<file path="src/rtl/core/tssd_pkg.sv">
// ----------------------------------------------------------------------------
// tssd_pkg
// Shared types, codes and defaults for the touch slot swipe detector.
// ----------------------------------------------------------------------------
`default_nettype none

package tssd_pkg;

  localparam int unsigned NumSlotsDefault   = 3;
  localparam int unsigned CoordBitsDefault  = 16;
  localparam int unsigned QueueDepthDefault = 2;

  localparam int unsigned ValueW  = 16;
  localparam int unsigned ThreshW = 16;
  localparam int unsigned TrackW  = 2;
  localparam int unsigned CfgIdxW = 1;
  localparam int unsigned CfgW    = 16;

  localparam logic [ThreshW-1:0] ThreshReset = 16'd50;
  localparam logic [TrackW-1:0]  TrackReset  = 2'd2;

  typedef enum logic [1:0] {
    CMD_SLOT  = 2'd0,
    CMD_X     = 2'd1,
    CMD_Y     = 2'd2,
    CMD_OTHER = 2'd3
  } cmd_e;

  typedef enum logic [1:0] {
    KEY_CTRL = 2'd0,
    KEY_PGDN = 2'd1,
    KEY_PGUP = 2'd2
  } key_e;

  typedef enum logic [CfgIdxW-1:0] {
    CFG_THRESHOLD = 1'd0,
    CFG_TRACKED   = 1'd1
  } cfg_e;

  // one queued gesture: which page key the tap uses
  typedef struct packed {
    logic page_up;
  } gest_t;

endpackage

`default_nettype wire

</file>
<file path="src/rtl/core/tssd_queue.sv">
// ----------------------------------------------------------------------------
// tssd_queue
// Small FIFO of gesture requests between the event front and the key back.
// ----------------------------------------------------------------------------
`default_nettype none

module tssd_queue
  import tssd_pkg::*;
#(
  parameter int unsigned Depth = QueueDepthDefault
) (
  input  wire logic  clk_i,
  input  wire logic  rst_ni,
  input  wire logic  push_valid_i,
  output logic       push_ready_o,
  input  wire gest_t push_data_i,
  output logic       pop_valid_o,
  input  wire logic  pop_ready_i,
  output gest_t      pop_data_o
);

  localparam int unsigned PtrW = (Depth > 1) ? $clog2(Depth) : 1;
  localparam int unsigned CntW = $clog2(Depth + 1);

  gest_t            mem_q [Depth];
  logic [PtrW-1:0]  wr_ptr_q, wr_ptr_d;
  logic [PtrW-1:0]  rd_ptr_q, rd_ptr_d;
  logic [CntW-1:0]  count_q, count_d;
  logic             push, pop;

  assign push_ready_o = (count_q != CntW'(Depth));
  assign pop_valid_o  = (count_q != '0);
  assign pop_data_o   = mem_q[rd_ptr_q];
  assign push         = push_valid_i && push_ready_o;
  assign pop          = pop_valid_o && pop_ready_i;

  always_comb begin
    wr_ptr_d = wr_ptr_q;
    rd_ptr_d = rd_ptr_q;
    count_d  = count_q;
    if (push) begin
      wr_ptr_d = (wr_ptr_q == PtrW'(Depth - 1)) ? '0 : wr_ptr_q + 1'b1;
    end
    if (pop) begin
      rd_ptr_d = (rd_ptr_q == PtrW'(Depth - 1)) ? '0 : rd_ptr_q + 1'b1;
    end
    if (push && !pop) begin
      count_d = count_q + 1'b1;
    end else if (pop && !push) begin
      count_d = count_q - 1'b1;
    end
  end

  always_ff @(posedge clk_i or negedge rst_ni) begin
    if (!rst_ni) begin
      wr_ptr_q <= '0;
      rd_ptr_q <= '0;
      count_q  <= '0;
    end else begin
      wr_ptr_q <= wr_ptr_d;
      rd_ptr_q <= rd_ptr_d;
      count_q  <= count_d;
    end
  end

  always_ff @(posedge clk_i) begin
    if (push) begin
      mem_q[wr_ptr_q] <= push_data_i;
    end
  end

endmodule

`default_nettype wire

</file>
<file path="src/rtl/core/tssd_front.sv">
// ----------------------------------------------------------------------------
// tssd_front
// Takes touch events, keeps per-slot positions and the anchor, and classifies
// each event into no gesture, page-down tap or page-up tap.
// ----------------------------------------------------------------------------
`default_nettype none

module tssd_front
  import tssd_pkg::*;
#(
  parameter int unsigned NumSlots  = NumSlotsDefault,
  parameter int unsigned CoordBits = CoordBitsDefault
) (
  input  wire logic               clk_i,
  input  wire logic               rst_ni,
  input  wire logic               in_valid_i,
  output logic                    in_ready_o,
  input  wire logic [1:0]         cmd_i,
  input  wire logic [ValueW-1:0]  value_i,
  input  wire logic [ThreshW-1:0] threshold_i,
  input  wire logic [TrackW-1:0]  tracked_i,
  output logic                    push_valid_o,
  input  wire logic               push_ready_i,
  output gest_t                   push_data_o
);

  localparam int unsigned SlotW = (NumSlots > 1) ? $clog2(NumSlots) : 1;
  localparam int unsigned DiffW = ((CoordBits > ThreshW) ? CoordBits : ThreshW) + 2;

  logic [ValueW-1:0]    cur_slot_q, cur_slot_d;
  logic [CoordBits-1:0] x_pos_q [NumSlots];
  logic [CoordBits-1:0] y_pos_q [NumSlots];
  logic [NumSlots-1:0]  x_known_q, y_known_q;
  logic [CoordBits-1:0] anchor_x_q, anchor_y_q;
  logic                 anchor_known_q, armed_q;

  logic                 fire, slot_ok, track_hit;
  logic                 x_wr, y_wr, x_fwd, y_fwd, xk, yk, check;
  logic [SlotW-1:0]     cur_idx, ts_idx;
  logic [CoordBits-1:0] coord, cx, cy;
  logic signed [DiffW-1:0] dx, dy, thr;
  logic                 fwd, bwd;
  logic                 set_anchor, set_armed;

  assign in_ready_o = push_ready_i;
  assign fire       = in_valid_i && in_ready_o;

  assign cur_idx  = cur_slot_q[SlotW-1:0];
  assign ts_idx   = SlotW'(tracked_i);
  assign slot_ok  = (cur_slot_q < ValueW'(NumSlots));
  assign coord    = CoordBits'(value_i);

  assign x_wr = (cmd_i == CMD_X) && slot_ok;
  assign y_wr = (cmd_i == CMD_Y) && slot_ok;
  assign cur_slot_d = (cmd_i == CMD_SLOT) ? value_i : cur_slot_q;

  // forward this event's own write to the tracked-slot check
  assign x_fwd = x_wr && (cur_idx == ts_idx);
  assign y_fwd = y_wr && (cur_idx == ts_idx);
  assign xk    = x_known_q[ts_idx] || x_fwd;
  assign yk    = y_known_q[ts_idx] || y_fwd;
  assign cx    = x_fwd ? coord : x_pos_q[ts_idx];
  assign cy    = y_fwd ? coord : y_pos_q[ts_idx];

  assign track_hit = (ValueW'(tracked_i) < ValueW'(NumSlots))
                  && (cur_slot_d == ValueW'(tracked_i));
  assign check     = fire && track_hit && xk && yk;

  assign dx  = $signed(DiffW'(cx)) - $signed(DiffW'(anchor_x_q));
  assign dy  = $signed(DiffW'(cy)) - $signed(DiffW'(anchor_y_q));
  assign thr = $signed(DiffW'(threshold_i));
  assign fwd = (dx > thr) && (dy > thr);
  assign bwd = (dx < -thr) && (dy < -thr);

  always_comb begin
    set_anchor   = 1'b0;
    set_armed    = 1'b0;
    push_valid_o = 1'b0;
    push_data_o  = '{page_up: 1'b0};
    if (check) begin
      if (!anchor_known_q) begin
        set_anchor = 1'b1;
      end else if (fwd) begin
        set_anchor   = 1'b1;
        push_valid_o = 1'b1;
      end else if (bwd) begin
        if (!armed_q) begin
          set_armed = 1'b1;   // first backward swipe is swallowed
        end else begin
          set_anchor   = 1'b1;
          push_valid_o = 1'b1;
          push_data_o  = '{page_up: 1'b1};
        end
      end
    end
  end

  always_ff @(posedge clk_i or negedge rst_ni) begin
    if (!rst_ni) begin
      cur_slot_q     <= '0;
      x_known_q      <= '0;
      y_known_q      <= '0;
      anchor_known_q <= 1'b0;
      armed_q        <= 1'b0;
    end else if (fire) begin
      cur_slot_q <= cur_slot_d;
      if (x_wr) begin
        x_known_q[cur_idx] <= 1'b1;
      end
      if (y_wr) begin
        y_known_q[cur_idx] <= 1'b1;
      end
      if (set_anchor) begin
        anchor_known_q <= 1'b1;
      end
      if (set_armed) begin
        armed_q <= 1'b1;
      end
    end
  end

  always_ff @(posedge clk_i) begin
    if (fire && x_wr) begin
      x_pos_q[cur_idx] <= coord;
    end
    if (fire && y_wr) begin
      y_pos_q[cur_idx] <= coord;
    end
    if (set_anchor) begin
      anchor_x_q <= cx;
      anchor_y_q <= cy;
    end
  end

endmodule

`default_nettype wire

</file>
<file path="src/rtl/core/tssd_back.sv">
// ----------------------------------------------------------------------------
// tssd_back
// Plays one queued gesture out as four key events: ctrl press, page press,
// page release, ctrl release.
// ----------------------------------------------------------------------------
`default_nettype none

module tssd_back
  import tssd_pkg::*;
(
  input  wire logic  clk_i,
  input  wire logic  rst_ni,
  input  wire logic  pop_valid_i,
  output logic       pop_ready_o,
  input  wire gest_t pop_data_i,
  output logic       out_valid_o,
  input  wire logic  out_ready_i,
  output logic [1:0] key_code_o,
  output logic       pressed_o,
  output logic       last_event_o
);

  logic       busy_q, busy_d;
  logic [1:0] beat_q, beat_d;
  logic       page_up_q;
  logic       out_fire, done;

  assign out_fire    = busy_q && out_ready_i;
  assign done        = out_fire && (beat_q == 2'd3);
  assign pop_ready_o = !busy_q || done;

  always_comb begin
    busy_d = busy_q;
    beat_d = beat_q;
    if (out_fire) begin
      beat_d = beat_q + 1'b1;
    end
    if (pop_ready_o) begin
      busy_d = pop_valid_i;
      beat_d = '0;
    end
  end

  always_ff @(posedge clk_i or negedge rst_ni) begin
    if (!rst_ni) begin
      busy_q <= 1'b0;
      beat_q <= '0;
    end else begin
      busy_q <= busy_d;
      beat_q <= beat_d;
    end
  end

  always_ff @(posedge clk_i) begin
    if (pop_ready_o && pop_valid_i) begin
      page_up_q <= pop_data_i.page_up;
    end
  end

  always_comb begin
    case (beat_q)
      2'd1, 2'd2: key_code_o = page_up_q ? KEY_PGUP : KEY_PGDN;
      default:    key_code_o = KEY_CTRL;
    endcase
  end

  assign out_valid_o  = busy_q;
  assign pressed_o    = (beat_q == 2'd0) || (beat_q == 2'd1);
  assign last_event_o = (beat_q == 2'd3);

endmodule

`default_nettype wire

</file>
<file path="src/rtl/core/touch_slot_swipe_detector.sv">
// Flow: a gesture's first key event shows on the outputs after it has passed
//   the queue and the key player's busy register; the other three follow one
//   per cycle while out_ready_i is high.
// Rates: one touch event per cycle while the gesture queue has room; the key
//   player sends four key events per gesture; a 2-entry queue absorbs the gap.
// Reset: asynchronous, active low; clears slot marks, anchor and queue state.
// ----------------------------------------------------------------------------
// touch_slot_swipe_detector
// Turns two-axis swipes of one touch slot into ctrl+page-up/down key taps.
// ----------------------------------------------------------------------------
`default_nettype none

module touch_slot_swipe_detector
  import tssd_pkg::*;
#(
  parameter int unsigned NumSlots   = NumSlotsDefault,
  parameter int unsigned CoordBits  = CoordBitsDefault,
  parameter int unsigned QueueDepth = QueueDepthDefault
) (
  input  wire logic               clk_i,
  input  wire logic               rst_ni,
  input  wire logic               cfg_we_i,
  input  wire logic [CfgIdxW-1:0] cfg_index_i,
  input  wire logic [CfgW-1:0]    cfg_wdata_i,
  input  wire logic               in_valid_i,
  output logic                    in_ready_o,
  input  wire logic [1:0]         cmd_i,
  input  wire logic [ValueW-1:0]  value_i,
  output logic                    out_valid_o,
  input  wire logic               out_ready_i,
  output logic [1:0]              key_code_o,
  output logic                    pressed_o,
  output logic                    last_event_o
);

  logic [ThreshW-1:0] threshold_q;
  logic [TrackW-1:0]  tracked_q;

  logic  push_valid, push_ready, pop_valid, pop_ready;
  gest_t push_data, pop_data;

  always_ff @(posedge clk_i or negedge rst_ni) begin
    if (!rst_ni) begin
      threshold_q <= ThreshReset;
      tracked_q   <= TrackReset;
    end else if (cfg_we_i) begin
      case (cfg_index_i)
        CFG_THRESHOLD: threshold_q <= cfg_wdata_i[ThreshW-1:0];
        CFG_TRACKED:   tracked_q   <= cfg_wdata_i[TrackW-1:0];
        default: ;
      endcase
    end
  end

  tssd_front #(
    .NumSlots  (NumSlots),
    .CoordBits (CoordBits)
  ) u_front (
    .clk_i        (clk_i),
    .rst_ni       (rst_ni),
    .in_valid_i   (in_valid_i),
    .in_ready_o   (in_ready_o),
    .cmd_i        (cmd_i),
    .value_i      (value_i),
    .threshold_i  (threshold_q),
    .tracked_i    (tracked_q),
    .push_valid_o (push_valid),
    .push_ready_i (push_ready),
    .push_data_o  (push_data)
  );

  tssd_queue #(
    .Depth (QueueDepth)
  ) u_queue (
    .clk_i        (clk_i),
    .rst_ni       (rst_ni),
    .push_valid_i (push_valid),
    .push_ready_o (push_ready),
    .push_data_i  (push_data),
    .pop_valid_o  (pop_valid),
    .pop_ready_i  (pop_ready),
    .pop_data_o   (pop_data)
  );

  tssd_back u_back (
    .clk_i        (clk_i),
    .rst_ni       (rst_ni),
    .pop_valid_i  (pop_valid),
    .pop_ready_o  (pop_ready),
    .pop_data_i   (pop_data),
    .out_valid_o  (out_valid_o),
    .out_ready_i  (out_ready_i),
    .key_code_o   (key_code_o),
    .pressed_o    (pressed_o),
    .last_event_o (last_event_o)
  );

endmodule

`default_nettype wire

</file>
<file path="config.mk">
export PLATFORM = sky130hd
export DESIGN_NAME = touch_slot_swipe_detector
export DESIGN_NICKNAME = d
export VERILOG_FILES = /design/src/rtl/core/tssd_pkg.sv /design/src/rtl/core/tssd_queue.sv /design/src/rtl/core/tssd_front.sv /design/src/rtl/core/tssd_back.sv /design/src/rtl/core/touch_slot_swipe_detector.sv
export SDC_FILE = /design/constraint.sdc
export NUM_CORES = 1
export LEC_CHECK = 0
export BUFFER_PORTS_ARGS = -buffer_cell sky130_fd_sc_hd__buf_2
export CAP_MARGIN = 20
export CELL_PAD_IN_SITES_DETAIL_PLACEMENT = 0
export CELL_PAD_IN_SITES_GLOBAL_PLACEMENT = 2
export CORE_MARGIN = 2
export CORE_UTILIZATION = 42
export CTS_CLUSTER_SIZE = 25
export DETAILED_ROUTE_END_ITERATION = 16
export GPL_TIMING_DRIVEN = 0
export HOLD_SLACK_MARGIN = 0.02
export PLACE_DENSITY_LB_ADDON = 0.25
export SETUP_SLACK_MARGIN = 0.05
export SLEW_MARGIN = 20
export SYNTH_ARGS = -nofsm -noshare
export SYNTH_HDL_FRONTEND = slang
export SYNTH_HIERARCHICAL = 1
export SYNTH_SLANG_ARGS = --single-unit
</file>
<file path="constraint.sdc">
create_clock -name clk_i -period 11.18 [get_ports clk_i]
set_clock_uncertainty 0.05 [all_clocks]
set_input_delay 1.118 -clock clk_i [delete_from_list [all_inputs] [get_ports clk_i]]
set_output_delay 1.118 -clock clk_i [all_outputs]
set_load 0.005 [all_outputs]
</file>
==> results of run 1 <==
==> worst paths after layout <==
check | start | end | slack (ns)
worst max-delay path | tracked_q[1]$_DFFE_PN1P_ | u_queue/count_q[1]$_DFFE_PN0P_ | 3.18
worst min-delay path | u_front/armed_q$_DFFE_PN0P_ | u_front/armed_q$_DFFE_PN0P_ | 0.41
worst max register to register | tracked_q[1]$_DFFE_PN1P_ | u_queue/count_q[1]$_DFFE_PN0P_ | 3.18
worst min register to register | u_front/armed_q$_DFFE_PN0P_ | u_front/armed_q$_DFFE_PN0P_ | 0.41
max in group asynchronous | rst_ni | u_front/cur_slot_q[7]$_DFFE_PN0P_ | 9.94
min in group asynchronous | rst_ni | threshold_q[9]$_DFFE_PN0P_ | 0.64
==> cell type report <==
type                            count  area share (%)
Inverter                           64           2.022
Timing Repair Buffer               53           2.717
Clock buffer                       17           3.581
Clock inverter                     15           1.875
Sequential cell                   180           43.48
Buffer                             25           1.022
Tap cell                          324           3.412
Multi-Input combinational cell    659           41.90
==> per-stage QoR <==
step / instance area [um^2] / instances / power [mW] / utilization, % / hold WS [ns]
2_1_floorplan: 10460 / 928 / 1.145 / - / 0.3790
3_3_place_gp: 11090 / 1297 / 1.295 / 45.48 / 0.3972
3_5_place_dp: 11230 / 1305 / 1.303 / 46.05 / 0.3988
4_1_cts: 11880 / 1337 / 1.949 / 48.71 / 0.4132
5_1_grt: 11880 / 1337 / 2.045 / 48.71 / 0.4569
6_report: 11880 / 1337 / 1.929 / 48.71 / 0.4144
==> routing by layer <==
metal	share of wire, %	up-vias	global-route usage (%)	wire (um)
met5	0	-	0	0
met4	1.4	0	4.787	339
met3	2.6	20	2.988	638
met2	48	94	33.21	11820
met1	48	3355	26.62	11880
li1	-	3545	-	-
==> registers in the layout, summed over array words and instances, names as in the netlist, 2 cells and up <==
signal,count
u_front/y_known_q,3
u_front/x_known_q,3
u_queue/count_q,2
u_queue/mem_q,2
u_front/cur_slot_q,16
tracked_q,2
u_front/anchor_x_q,16
threshold_q,16
u_back/beat_q,2
u_front/x_pos_q,48
u_front/anchor_y_q,16
u_front/y_pos_q,48
==> critical path: cells and delay by family (launching register included) <==
kind / cells / cell delay, ns
buf+inv: 4 / 1.24
simple gates: 11 / 3.30
fa+ha+maj: 3 / 0.81
xor+xnor: 3 / 0.48
compound gates: 7 / 1.45
flops: 1 / 0.53
==> cell families (layout without fill, tap and decap cells) <==
| kind of cell | after synthesis | in the layout |
|---|---|---|
| and+or+nand+nor | 248 | 248 |
| AOI/OAI and AO/OA | 189 | 189 |
| DFF | 180 | 180 |
| adders and majority gates | 105 | 105 |
| buffers and inverters | 89 | 174 |
| muxes | 72 | 72 |
| xor gates and xnor gates | 45 | 45 |
==> cell usage in the layout, fill, tap and decap left out, types with 13 or more instances in the layout <==
cell / instances
mux2_2: 26
inv_1: 64
xnor2_1: 32
buf_2: 44
edfxtp_1: 131
nor2_1: 64
clkbuf_16: 17
dfrtp_1: 45
o21ai_0: 59
nand3_1: 16
nor2b_1: 17
xor2_1: 13
a21oi_1: 64
clkbuf_1: 18
a21o_1: 17
ha_1: 103
nand4_1: 13
nand2_1: 61
mux2i_1: 36
==> where the power goes <==
group          switching, mW  internal [mW]  total (mW)
clock network          0.310          0.331       0.642
registers             0.0175          0.744       0.762
logic                  0.307          0.218       0.525
total                  0.635           1.29        1.93
==> reports/metrics.yaml, run 1 <==
status: "complete, no violations"
ys_seq_area_share_pct: 49.37
antenna_found_initial: 0
cp_max_fo: 10
p_leak_nw: 4.878
arrival_ns: 8.27
drc: 0
clkSinkCount: 180
startpoint_type: "flop"
slowest_delay_ns: 0.67
diodes: 0
synthTopCellsByCount: "edfxtp_1 (131), ha_1 (103), nor2_1 (68), a21oi_1 (64), inv_1 (64)"
setup_viol: 0
clock-root-buffer: "clkbuf_16"
synth_xor_xnor_area_share_pct: 3.767
worst_slack_ns: 3.178
place_hpwl_um: 18960
syn-cell-area_mm2: 0.01046
htree_levels: 4
critPathRequiredTime_ns: 11.45
synth_cells: 928
drtAntennaViolNets: 0
wl_per_cell_um: 18.46
io_buffer_count: 45
vias: 7014
regArea_mm2: 0.005165
multiInputGateArea_mm2: 0.004977
drt_iter0_markers: 595
clockBufferDepth: 2
tightest_slew_ns: 0.7633
synth_compound_area_share_pct: 10.79
synth-simple-area-share_pct: 12.25
clkTransAtPathRegs_ns: 0.08
ys_ff_latch: 180
fmax_ghz: 0.1250
hold_depth: 1
cts_buffers: 17
drt-total-wl_um: 24680
grt_pass1_wl_um: 39500
maxCapViolations: 0
path_class: "reg -> reg"
synth.most_common_cell: "edfxtp_1"
synthDistinctLibCells: 67
place_congestion: 0.7966
synth_area_leaders: "edfxtp_1 (38%), ha_1 (12%), dfrtp_1 (11%), mux2i_1 (3.4%), a21oi_1 (3.1%)"
min_period_ns: 8.002
synthFlopType: "edfxtp_1"
setup_tns_ns: 0
hold_viol_final: 0
cp_slowest_cell: "or4bb_1"
power_density_mw_per_mm2: 162.3
initial_core_util_pct: 42.90
rr_worst_depth: 28
syn_avg_cell_area_um2: 11.27
dp_slack_ns: 3.088
ioPinCount: 46
cts_setup_buffers: 0
synthAdderAreaFrac_pct: 12.70
grt_pass1_vias: 7101
ir_worst_vdd_uv: 100.2
hold_path.class: "reg -> reg"
first_pass_iters: 4
rows: 57
end_kind: "flop"
async_reset_ff_share_pct: 27.22
grt_max_degree: 50
viasPerCell: 5.246
grtUsageTotal_pct: 19.63
areaGrowthSynthToFinish_pct: 13.55
synthDominantAreaCellType: "edfxtp_1"
cts_tree: "built"
cts_hold_buf: 0
die_w_um: 161.8
synth_edf_count: 131
timing.final.crit_share_pct: 71.58
core_area_mm2: 0.02439
ctsResizeCount: 0
drive_gt1_share_pct: 15.00
relSlewSlack_pct: 49.11
chipHeight_um: 161.8
drv_slew: 0
grt_overflow_total: 0
die_area_mm2: 0.02619
synth_top_area_share_pct: 37.60
nets: 1145
insertion_delay_ns: 0.43
nFillCells: 2293
rsz0062_at_grt: "no"
synth_top_family_by_area: "adder cells"
yosys-mux-area-fraction_pct: 7.678
ys_warn_count: 6
synth_nets: 1073
Power figures use the tool's default switching activity.
==> inputs of run 2 (changes only) <==
- CORE_UTILIZATION: 42 -> 38
- clock period: 11.18 -> 7.2 ns (I/O delays scaled with it)
==> reports/metrics.yaml, run 2 (synthesis results as in run 1) <==
reg_top3: "u_front/x_pos_q x48, u_front/y_pos_q x48"  # unchanged
hold_path.class: "in -> async"  # was reg -> reg
ioPinCount: 46  # unchanged
setup_tns_ns: 0  # unchanged
hold_viol_final: 0  # unchanged
insertion_delay_ns: 0.44  # was 0.43 ns
startpoint_type: "flop"  # unchanged
first_pass_iters: 5  # was 4
cp_top_family: "simple AND/OR/NAND/NOR gates"  # unchanged
timing.final.crit_share_pct: 94.50  # was 71.58%
ir_worst_vdd_uv: 150.4  # was 100.2 uV
critPathRequiredTime_ns: 7.47  # was 11.45 ns
areaGrowthSynthToFinish_pct: 15.14  # was 13.55%
path_class: "reg -> reg"  # unchanged
drt_iter0_markers: 373  # was 595
tightest_slew_ns: 0.9087  # was 0.7633 ns
clockBufferDepth: 2  # unchanged
rsz0062_at_grt: "no"  # unchanged
cp_slowest_cell: "or4bb_4"  # was or4bb_1
antenna_found_initial: 0  # unchanged
io_buffer_count: 45  # unchanged
drtAntennaViolNets: 0  # unchanged
drc: 0  # unchanged
p_leak_nw: 4.989  # was 4.878 nW
min_period_ns: 6.804  # was 8.002 ns
die_w_um: 169.9  # was 161.8 um
final_common_cell: "edfxtp_1"  # unchanged
cp_num_buf_inv: 4  # unchanged
viasPerCell: 5.194  # was 5.246
cts_buffers: 17  # unchanged
fmax_ghz: 0.1470  # was 0.1250 GHz
vias: 7095  # was 7014
initial_core_util_pct: 38.71  # was 42.90%
cts_hold_buf: 0  # unchanged
clock-root-buffer: "clkbuf_16"  # unchanged
htree_levels: 4  # unchanged
grt_pass1_wl_um: 40400  # was 39500 um
drt-total-wl_um: 25810  # was 24680 um
chipHeight_um: 169.9  # was 161.8 um
worst_path_most_repeated_cell: "ha_1"
mostFrequentLayoutCells: "edfxtp_1 (131), ha_1 (103), inv_1 (64), nor2_1 (64), a21oi_1 (63)"  # was edfxtp_1 (131), ha_1 (103), inv_1 (64), a21oi_1 (64), nor2_1 (64)
wl_per_cell_um: 18.89  # was 18.46 um
status: "complete, no violations"  # unchanged
place_congestion: 0.8012  # was 0.7966
cp_max_fo: 10  # unchanged
setup_viol: 0  # unchanged
cts_tree: "built"  # unchanged
place_hpwl_um: 19410  # was 18960 um
core_area_mm2: 0.02703  # was 0.02439 mm^2
totalPowerFinal_mw: 2.980  # was 1.929 mW
rows: 60  # was 57
power_density_mw_per_mm2: 247.4  # was 162.3 mW/mm^2
drive_gt1_share_pct: 17.46  # was 15.00%
grtUsageTotal_pct: 18.74  # was 19.63%
die_area_mm2: 0.02888  # was 0.02619 mm^2
diodes: 0  # unchanged
arrival_ns: 7.08  # was 8.27 ns
drv_slew: 0  # unchanged
slowest_delay_ns: 0.59  # was 0.67 ns
clkTransAtPathRegs_ns: 0.08  # about the same
grt_max_degree: 50  # unchanged
maxCapViolations: 0  # unchanged
grt_overflow_total: 0  # unchanged
nets: 1157  # was 1145
relSlewSlack_pct: 38.96  # was 49.11%
grt_pass1_vias: 6992  # was 7101
clkSinkCount: 180  # unchanged
end_kind: "flop"  # unchanged
-- run 2: cell types whose count changed in the layout (fill, tap and decap cells not counted), moves of 2 or more --
cell / change
clkbuf_1: -10
clkinv_8: -4
buf_4: +15
o21ai_1: +2
clkinv_4: +2
clkbuf_2: +3
o21ai_0: -3
-- run 2: layout make-up --
type                            instances  area, um^2
Fill cell                            2533       14980
Sequential cell                       180        5165
Multi-Input combinational cell        659        5026
Timing Repair Buffer                   69       455.4
Tap cell                              341       426.7
Clock buffer                           17       425.4
Inverter                               64       240.2
Clock inverter                         15       182.7
Buffer                                 21       125.1
-- run 2: path summary, 6_finish.rpt --
kind | startpoint | endpoint | slack (ns) | cells past startpoint
worst max-delay path | tracked_q[0]$_DFFE_PN0P_ | u_queue/count_q[1]$_DFFE_PN0P_ | 0.40 | 28
worst min register to register | u_front/y_known_q[0]$_DFFE_PN0P_ | u_front/y_known_q[0]$_DFFE_PN0P_ | 0.42 | 1
worst min-delay path | rst_ni | threshold_q[9]$_DFFE_PN0P_ | 0.22 | 1
worst max register to register | tracked_q[0]$_DFFE_PN0P_ | u_queue/count_q[1]$_DFFE_PN0P_ | 0.40 | 28
min in group clk_i | u_front/y_known_q[0]$_DFFE_PN0P_ | u_front/y_known_q[0]$_DFFE_PN0P_ | 0.42 | 1
max in group asynchronous | rst_ni | u_front/cur_slot_q[2]$_DFFE_PN0P_ | 6.41 | 1
-- run 2: per-layer routing --
layer,GRT usage [%],wire length (um)
met3,2.837,695
met5,0,0
met4,5.909,531
met1,26.88,12960
met2,29.21,11620
-- run 2: report_power, final --
group | switching [mW] | leakage (nW) | internal, mW
Combinational | 0.475 | 2.91 | 0.343
Clock | 0.471 | 0.296 | 0.500
Sequential | 0.0343 | 1.78 | 1.16
-- run 2: what timing repair did --
action                     4_1_cts  5_1_grt
pin swaps                        3        5
resized for setup               10       14
setup endpoints to repair       39       39
buffers inserted                 5       11
cloned                           0        0
-- run 2: metrics by stage --
step / cell area [um^2] / worst slack [ns] / cells / hold WS (ns) / util [%]
finish: 12050 / 0.3958 / 1366 / 0.2160 / 44.57
global placement: 11120 / -2.313 / 1314 / 0.3986 / 41.15
CTS: 11940 / 0.05144 / 1357 / 0.2405 / 44.19
floorplan: 10470 / 0.1170 / 928 / 0.3744 / -
global route: 12050 / 0.05400 / 1366 / 0.2651 / 44.57
detailed placement: 11250 / -1.046 / 1322 / 0.4033 / 41.64
==> inputs of run 3 (changes only) <==
- CORE_ASPECT_RATIO: unset -> 1.1
- RECOVER_POWER: unset -> 50
==> reports/metrics.yaml, run 3 (synthesis results as in run 1) <==
mostFrequentLayoutCells: "edfxtp_1 (131), ha_1 (102), nor2_1 (66)"  # was edfxtp_1 (131), ha_1 (103), inv_1 (64), nor2_1 (64), a21oi_1 (63)
wl_per_cell_um: 18.05  # was 18.89 um
path_class: "reg -> reg"  # unchanged
first_pass_iters: 4  # was 5
setup_viol: 0  # unchanged
path_depth: 27  # was 28
grt_overflow_total: 0  # unchanged
die_w_um: 162.2  # was 169.9 um
maxCapViolations: 1  # was 0
htree_levels: 4  # unchanged
rr_worst_depth: 27  # was 28
clkTransAtPathRegs_ns: 0.08  # about the same
areaGrowthSynthToFinish_pct: 13.57  # was 15.14%
slowest_delay_ns: 0.62  # was 0.59 ns
io_buffer_count: 45  # unchanged
critPathRequiredTime_ns: 7.51  # was 7.47 ns
tightest_slew_ns: 2.712  # was 0.9087 ns
grt_pass1_vias: 7086  # was 6992
timing.final.crit_share_pct: 94.74  # was 94.50%
hold_end: "u_front/x_known_q[0]$_DFFE_PN0P_"
drtAntennaViolNets: 0  # unchanged
status: "finished, violations left"  # was complete, no violations
whs_ns: 0.4180  # was 0.2160 ns
drt-total-wl_um: 24870  # was 25810 um
core_area_mm2: 0.02704  # was 0.02703 mm^2
clock-root-buffer: "clkbuf_16"  # unchanged
startpoint_type: "flop"  # unchanged
relSlewSlack_pct: -80.80  # was 38.96%
setup_tns_ns: 0  # unchanged
die_area_mm2: 0.02888  # about the same
cp_max_fo: 10  # unchanged
grt_max_degree: 50  # unchanged
drt_iter0_markers: 343  # was 373
nets: 1153  # was 1157
violations: "max-capacitance violations, max-slew violations"
drc: 0  # unchanged
reg2reg_slack_ns: 0.38  # was 0.40 ns
final_common_cell: "edfxtp_1"  # unchanged
holdCritStartpoint: "u_front/x_known_q[0]$_DFFE_PN0P_"
hold_viol_final: 0  # unchanged
place_congestion: 0.7994  # was 0.8012
fmax_ghz: 0.1466  # was 0.1470 GHz
place_hpwl_um: 19100  # was 19410 um
clockBufferDepth: 2  # unchanged
dp_slack_ns: -0.9119  # was -1.046 ns
cts_tree: "built"  # unchanged
power_density_mw_per_mm2: 244.0  # was 247.4 mW/mm^2
p_leak_nw: 4.824  # was 4.989 nW
placed_cells: 1339  # was 1322
end_kind: "flop"  # unchanged
insertion_delay_ns: 0.44  # about the same
ioPinCount: 46  # unchanged
clkSinkCount: 180  # unchanged
arrival_ns: 7.14  # was 7.08 ns
ir_worst_vdd_uv: 139.6  # was 150.4 uV
rows: 63  # was 60
worst_slack_ns: 0.3784  # was 0.3958 ns
viasPerCell: 5.054  # was 5.194
cp_slowest_cell: "or4bb_4"  # unchanged
place_area_mm2: 0.01128  # was 0.01125 mm^2
diodes: 0  # unchanged
chipHeight_um: 178.0  # was 169.9 um
initial_core_util_pct: 38.70  # was 38.71%
grtUsageTotal_pct: 17.84  # was 18.74%
nFillCells: 2566  # was 2533
crit_path_start: "u_front/cur_slot_q[15]$_DFFE_PN0P_"  # was tracked_q[0]$_DFFE_PN0P_
cts_buffers: 17  # unchanged
hold_depth: 1
rr_endpoint: "u_queue/count_q[1]$_DFFE_PN0P_"  # unchanged
drv_slew: 50  # was 0
vias: 6964  # was 7095
drive_gt1_share_pct: 13.52  # was 17.46%
final_area_mm2: 0.01188  # was 0.01205 mm^2
fin_cells: 1378  # was 1366
grt_pass1_wl_um: 38940  # was 40400 um
cp_num_buf_inv: 4  # unchanged
antenna_found_initial: 0  # unchanged
regToRegStartpoint: "u_front/cur_slot_q[15]$_DFFE_PN0P_"  # was tracked_q[0]$_DFFE_PN0P_
min_period_ns: 6.822  # was 6.804 ns
cts_hold_buf: 0  # unchanged
cp_top_family: "simple AND/OR/NAND/NOR gates"  # unchanged
reg_top3: "u_front/x_pos_q x48, u_front/y_pos_q x48"  # unchanged
rsz0062_at_grt: "no"  # unchanged
hold_path.class: "reg -> reg"  # was in -> async
[run 3: cell types whose count changed in the layout (fill, tap and decap cells not counted), moves of 5 or more]
| cell | previous run | this run |
|---|---|---|
| buf_2 | 45 | 25 |
| buf_4 | 20 | 15 |
| clkbuf_1 | 8 | 34 |
| mux2_1 | 0 | 9 |
| mux2_4 | 10 | 1 |
[run 3: power by group]
group	leakage [nW]	switching, mW	internal, mW	total (mW)
combinational	2.77	0.466	0.332	0.798
sequential	1.78	0.0348	1.16	1.19
clock	0.274	0.449	0.460	0.910
[run 3: timing repair]
action	CTS	global route
pin swaps	2	5
endpoints found under the setup margin	39	39
gates cloned	0	0
resized for setup	8	18
buffers inserted	1	8
[run 3: through the flow]
step / util [%] / power [mW]
after floorplan: - / 1.778
after global placement: 41.21 / 2.011
after detailed placement: 41.73 / 2.017
after CTS: 43.93 / 2.942
after global routing: 43.95 / 3.091
final: 43.95 / 2.899
[run 3: layout make-up]
class / instances / area [um^2] / share of cell area, %
sequential: 180 / 5165 / 43.47
clock buffer: 18 / 429.2 / 3.612
inverter: 64 / 240.2 / 2.022
timing repair buffer: 63 / 370.4 / 3.117
clock inverter: 14 / 137.6 / 1.158
multi-input combinational: 659 / 4989 / 41.98
buffer: 23 / 105.1 / 0.8845
tap: 357 / 446.7 / 3.759
[run 3: metal layers]
| layer | vias to the layer above | wire, um | GRT usage [%] |
|---|---|---|---|
| li1 | 3550 | - | - |
| met1 | 3303 | 11560 | 22.99 |
| met2 | 91 | 12350 | 31.67 |
| met3 | 20 | 633 | 2.511 |
| met4 | 0 | 326 | 4.462 |
| met5 | - | 0 | 0 |
[run 3: worst max path at each step]
| stage | endpoint | slack [ns] |
|---|---|---|
| floorplan | u_front/anchor_x_q[0]$_DFFE_PP_ | 0.12 |
| global placement | u_front/anchor_x_q[11]$_DFFE_PP_ | -2.27 |
| detailed placement | u_queue/count_q[1]$_DFFE_PN0P_ | -0.91 |
| CTS | u_queue/count_q[1]$_DFFE_PN0P_ | 0.06 |
| global route | u_queue/count_q[1]$_DFFE_PN0P_ | 0.009 |
| finish | u_queue/count_q[1]$_DFFE_PN0P_ | 0.38 |
